==> config.mk <==
export PLATFORM = sky130hd
export DESIGN_NAME = mrsrb_addr
export DESIGN_NICKNAME = d
export VERILOG_FILES = /design/src/rtl/core/mrsrb_addr.sv
export SDC_FILE = /design/constraint.sdc
export NUM_CORES = 1
export LEC_CHECK = 0
export BUFFER_PORTS_ARGS = -buffer_cell sky130_fd_sc_hd__buf_2
export CAP_MARGIN = 20
export CORE_UTILIZATION = 61
export CTS_CLUSTER_SIZE = 12
export DETAILED_ROUTE_END_ITERATION = 8
export PLACE_DENSITY = 0.92
export SLEW_MARGIN = 40
export SYNTH_ARGS = -nofsm -noshare
export SYNTH_HDL_FRONTEND = slang
export SYNTH_SLANG_ARGS = --single-unit
export TNS_END_PERCENT = 10
==> constraint.sdc <==
create_clock -name clk_i -period 4.2 [get_ports clk_i]
set_input_delay 0.84 -clock clk_i [delete_from_list [all_inputs] [get_ports clk_i]]
set_output_delay 0.84 -clock clk_i [all_outputs]
set_load 0.02 [all_outputs]
==> src/rtl/core/mrsrb_addr.sv <==
// Sample address unit: section times size plus position, reduced modulo the memory depth.
module mrsrb_addr #(
  parameter int unsigned MEM_DEPTH    = 4096,
  parameter int unsigned MAX_SECTIONS = 8
) (
  input  logic                             clk_i,
  input  logic                             rst_ni,
  input  logic                             start_i,
  input  logic [$clog2(MAX_SECTIONS)-1:0]  sec_i,
  input  logic [11:0]                      size_i,
  input  logic [11:0]                      pos_i,
  output logic                             done_o,
  output logic [$clog2(MEM_DEPTH)-1:0]     addr_o
);

  localparam int unsigned SEC_W     = $clog2(MAX_SECTIONS);
  localparam int unsigned AW        = $clog2(MEM_DEPTH);
  localparam int unsigned SUM_W     = SEC_W + 11;
  localparam int unsigned LG        = $clog2(MEM_DEPTH + 1) - 1;
  localparam int unsigned RED_STEPS = (SUM_W > LG) ? SUM_W - LG : 1;
  localparam int unsigned CW        = $clog2(RED_STEPS + 1);
  localparam int unsigned RW        = SUM_W + 17;

  logic [SUM_W-1:0] a_q;
  logic [CW-1:0]    cnt_q;
  logic             run_q;
  logic             done_q;
  logic [RW-1:0]    sub_val;

  // One conditional subtract of a shifted depth per cycle, largest first.
  assign sub_val = RW'(MEM_DEPTH) << cnt_q;

  always_ff @(posedge clk_i or negedge rst_ni) begin
    if (!rst_ni) begin
      run_q  <= 1'b0;
      done_q <= 1'b0;
      cnt_q  <= '0;
    end else begin
      done_q <= 1'b0;
      if (start_i) begin
        run_q <= 1'b1;
        cnt_q <= CW'(RED_STEPS - 1);
      end else if (run_q) begin
        if (cnt_q == '0) begin
          run_q  <= 1'b0;
          done_q <= 1'b1;
        end else begin
          cnt_q <= cnt_q - 1'b1;
        end
      end
    end
  end

  always_ff @(posedge clk_i) begin
    if (start_i) begin
      a_q <= SUM_W'(RW'(sec_i) * RW'(size_i) + RW'(pos_i));
    end else if (run_q && (RW'(a_q) >= sub_val)) begin
      a_q <= SUM_W'(RW'(a_q) - sub_val);
    end
  end

  assign done_o = done_q;
  assign addr_o = AW'(a_q);

endmodule

==> summary.md <==
| Metric | Value |
|---|---|
| Status | finished, final reports clean |
| Crit share post-route | 0.8858 |
| Reg2reg setup slack | 2110 ps |
| Peak VDD IR | 0.1999 mV |
| Rows | 22 |
| DRT iter0 DRCs | 76 |
| Cell accounting for the most synthesized area | edfxtp_1 |
| IO Pins | 43 |
| Logic pwr share | 0.599 |
| WL per Instance | 13.05 µm |
| Syn. warnings | 0 |
| PnR Total Power | 0.001209 W |
| Fin util | 0.6971 |
| Synthesized area | 2375 µm² |
| Area Growth Syn to Fin | 8.272% |
| Fin cells | 327 |
| Buffers & Inverters on Critical Path | 3 |
| Skew-Pair Late Insertion Delay | 260 ps |
| Relative slew slack | 0.7233 |
| Clock transition at path regs | 60 ps |
| H-tree depth | 1 |
| Number of global-route vias before repair | 1,787 |
| CTS Buffer Depth | 2 |
| Die area | 4147 µm² |
| Post-CTS sizing | 0 |
| CTS tree | done |
| Sequential power share | 0.285 |
| Clk pwr share | 0.116 |
| Worst slew pin tran | 415.1 ps |
| Met2 Use GR | 0.4671 |
| Core area | 3689 µm² |
| Syn Inst Count | 253 |
| Final Max Tran Viols | 0 |
| Syn_nets | 327 |
| CP Max Fanout | 12 |
| Initial Util | 0.6438 |
| Hold_buf cts | 0 |
| Asr flop ratio synth | 0.2222 |
| ANT nets after route | 0 |
| Met3 Track Usage GR | 0.02143 |
| Final Hold Viols | 0 |
| Initial antenna violation count | 0 |
| Initial DRT Pass Iterations | 4 |
| Arr. time, crit path | 3730 ps |
| Slowest cell on crit path | fa_1 |
| CTS Buf Count | 3 |
| Worst hold path type | input pin to asynchronous set/reset pin |
| Startpoint class of the critical path | input pin |
| Busiest layer in global routing | met2 |
| Vias/cell | 5.422 |
| Pwr Density | 470.2 nW/µm² |
| GRT Total Usage | 0.2407 |
| Synth top area cells | edfxtp_1 (18%), fa_1 (18%), ha_1 (12%) |
| Largest delay share family, worst path | adder cells |
| Sw power | 0.0005171 W |
| Share of cells above drive strength 1 | 0.2222 |
| Sw Share | 0.4278 |
| Synth top area share | 0.1770 |
| DRC Markers | 0 |
| Highest Clock Rate | 0.2688 GHz |
| IO buf count | 42 |
| Final GP Congestion | 0.8082 |
| Met1 usage | 0.2759 |
| Skew final | 1.111 ps |
| Number of flops mapped to enable cells by yosys | 14 |
| Synth unique cells | 38 |
| Die H | 64.40 µm |
| Inst Count DP | 323 |
| Crit. End Element | flip-flop |
| P_int | 0.0006918 W |
| Worst Path Required | 4210 ps |
| Setup TNS | 0 ps |
| Post-DP HPWL | 3538 µm |
| Number of synthesized register bits | 18 |
| Post-synth top cells | inv_1 (53), and2_1 (33), ha_1 (23), fa_1 (21), edfxtp_1 (14) |
| Via count | 1,773 |
| # fillers | 298 |
| Top FF cell, synth | edfxtp_1 |
| CTS sink count | 18 |
| Setup Crit Path Kind | input pin to flip-flop |
| Worst path max stage delay | 540 ps |
| Static leakage | 1.299 nW |
| Max-Cap Viols | 0 |
| WHS | 370.5 ps |
| Largest net degree at the start of global routing | 24 |
| Unrepaired setup endpoints after global routing | false |
| Final WL | 4266 µm |
| Global-route wire length before repair | 7659 µm |
| Diodes inserted | 0 |
| Synthesized area per cell | 9.386 µm² |
| Sequential cell area fraction in the yosys report | 0.2192 |
| Width of the die | 64.40 µm |
| GRT overflow | 0 |
| Cell with the most instances after synthesis | inv_1 |
| Final nets | 354 |
| Postcts setup bufs | 0 |
| Setup violators final | 0 |
| Root Driver | clkbuf_8 |
| Worst path cell trace | buf_2 -> and2_1 -> fa_1 -> inv_1 -> fa_1 -> inv_1 -> ha_1 -> o211ai_1 -> o21ai_2 -> a31o_1 -> xor2_1 -> mux2_2 |
| Min Tclk post-route | 3720 ps |
## final cells by class
| cell class | instances | area [µm²] | share of cell area |
|---|---|---|---|
| Sequential cell | 18 | 520.5 | 0.2024 |
| Clock buffer | 4 | 55.05 | 0.02141 |
| Multi-Input combinational cell | 162 | 1526 | 0.5937 |
| Tap cell | 48 | 60.06 | 0.02336 |
| Timing Repair Buffer | 42 | 210.2 | 0.08175 |
| Inverter | 53 | 198.9 | 0.07737 |
## cell usage in the layout, fill, tap and decap left out, types with 2 or more instances in the layout
cell type  synthesis  layout
xnor2_1           10      10
a31o_1             2       2
mux2_2             8       8
fa_1              21      21
o21ai_2            2       2
inv_1             53      53
dfrtp_1            4       4
clkbuf_8           0       4
a211oi_1           5       5
a211oi_2           2       2
ha_1              23      23
and2_1            33      33
o21ai_0            4       4
o211ai_1           3       3
buf_2              1      42
nand2_1           11      11
xor2_1             3       3
nor2_1             6       6
a21o_1             4       4
edfxtp_1          14      14
a41oi_2            2       2
a21oi_1            9       9
## power by group through the flow
stage          Combinational (W)  Clock, W  Sequential, W
6_report                0.000724  0.000140       0.000345
5_1_grt                 0.000807  0.000149       0.000354
4_1_cts                 0.000720  0.000141       0.000346
3_5_place_dp            0.000712         0       0.000349
3_3_place_gp            0.000683         0       0.000344
2_1_floorplan           0.000616         0       0.000337
## cell families after synthesis
logic type | after synthesis | synth area share
AOI/OAI and AO/OA | 38 | 0.1201
and+or+nand+nor | 58 | 0.1344
adders and majority gates | 44 | 0.2982
DFF | 18 | 0.2192
muxes | 9 | 0.04215
xor gates and xnor gates | 13 | 0.04795
buffers and inverters | 73 | 0.1380
## registers in the layout, summed over array words and instances (netlist names)
name    cells
a_q        14
cnt_q       2
done_o      1
run_q       1
## final timing paths
kind	to	depth (start not counted)	from
worst max register to register	a_q[7]	7	cnt_q[0]
worst max-delay path	a_q[8]	12	sec_i[2]
worst min register to register	a_q[4]	1	a_q[4]
min in group clk_i	a_q[4]	1	a_q[4]
worst min-delay path	done_o	1	rst_ni
max in group asynchronous	cnt_q[0]	1	rst_ni
## layer usage
metal,vias to the layer above,routed length (µm)
met4,0,70
met3,9,165
met2,51,2278
met1,863,1752
li1,850,-
met5,-,0
## metrics by stage
stage          setup slack (ps)  instance area (µm²)
2_1_floorplan             419.9                 2375
3_3_place_gp              285.8                 2516
3_5_place_dp              211.6                 2516
4_1_cts                   462.8                 2571
5_1_grt                   308.5                 2571
6_report                  479.5                 2571
No activity file was read; power rests on OpenSTA's default activity.
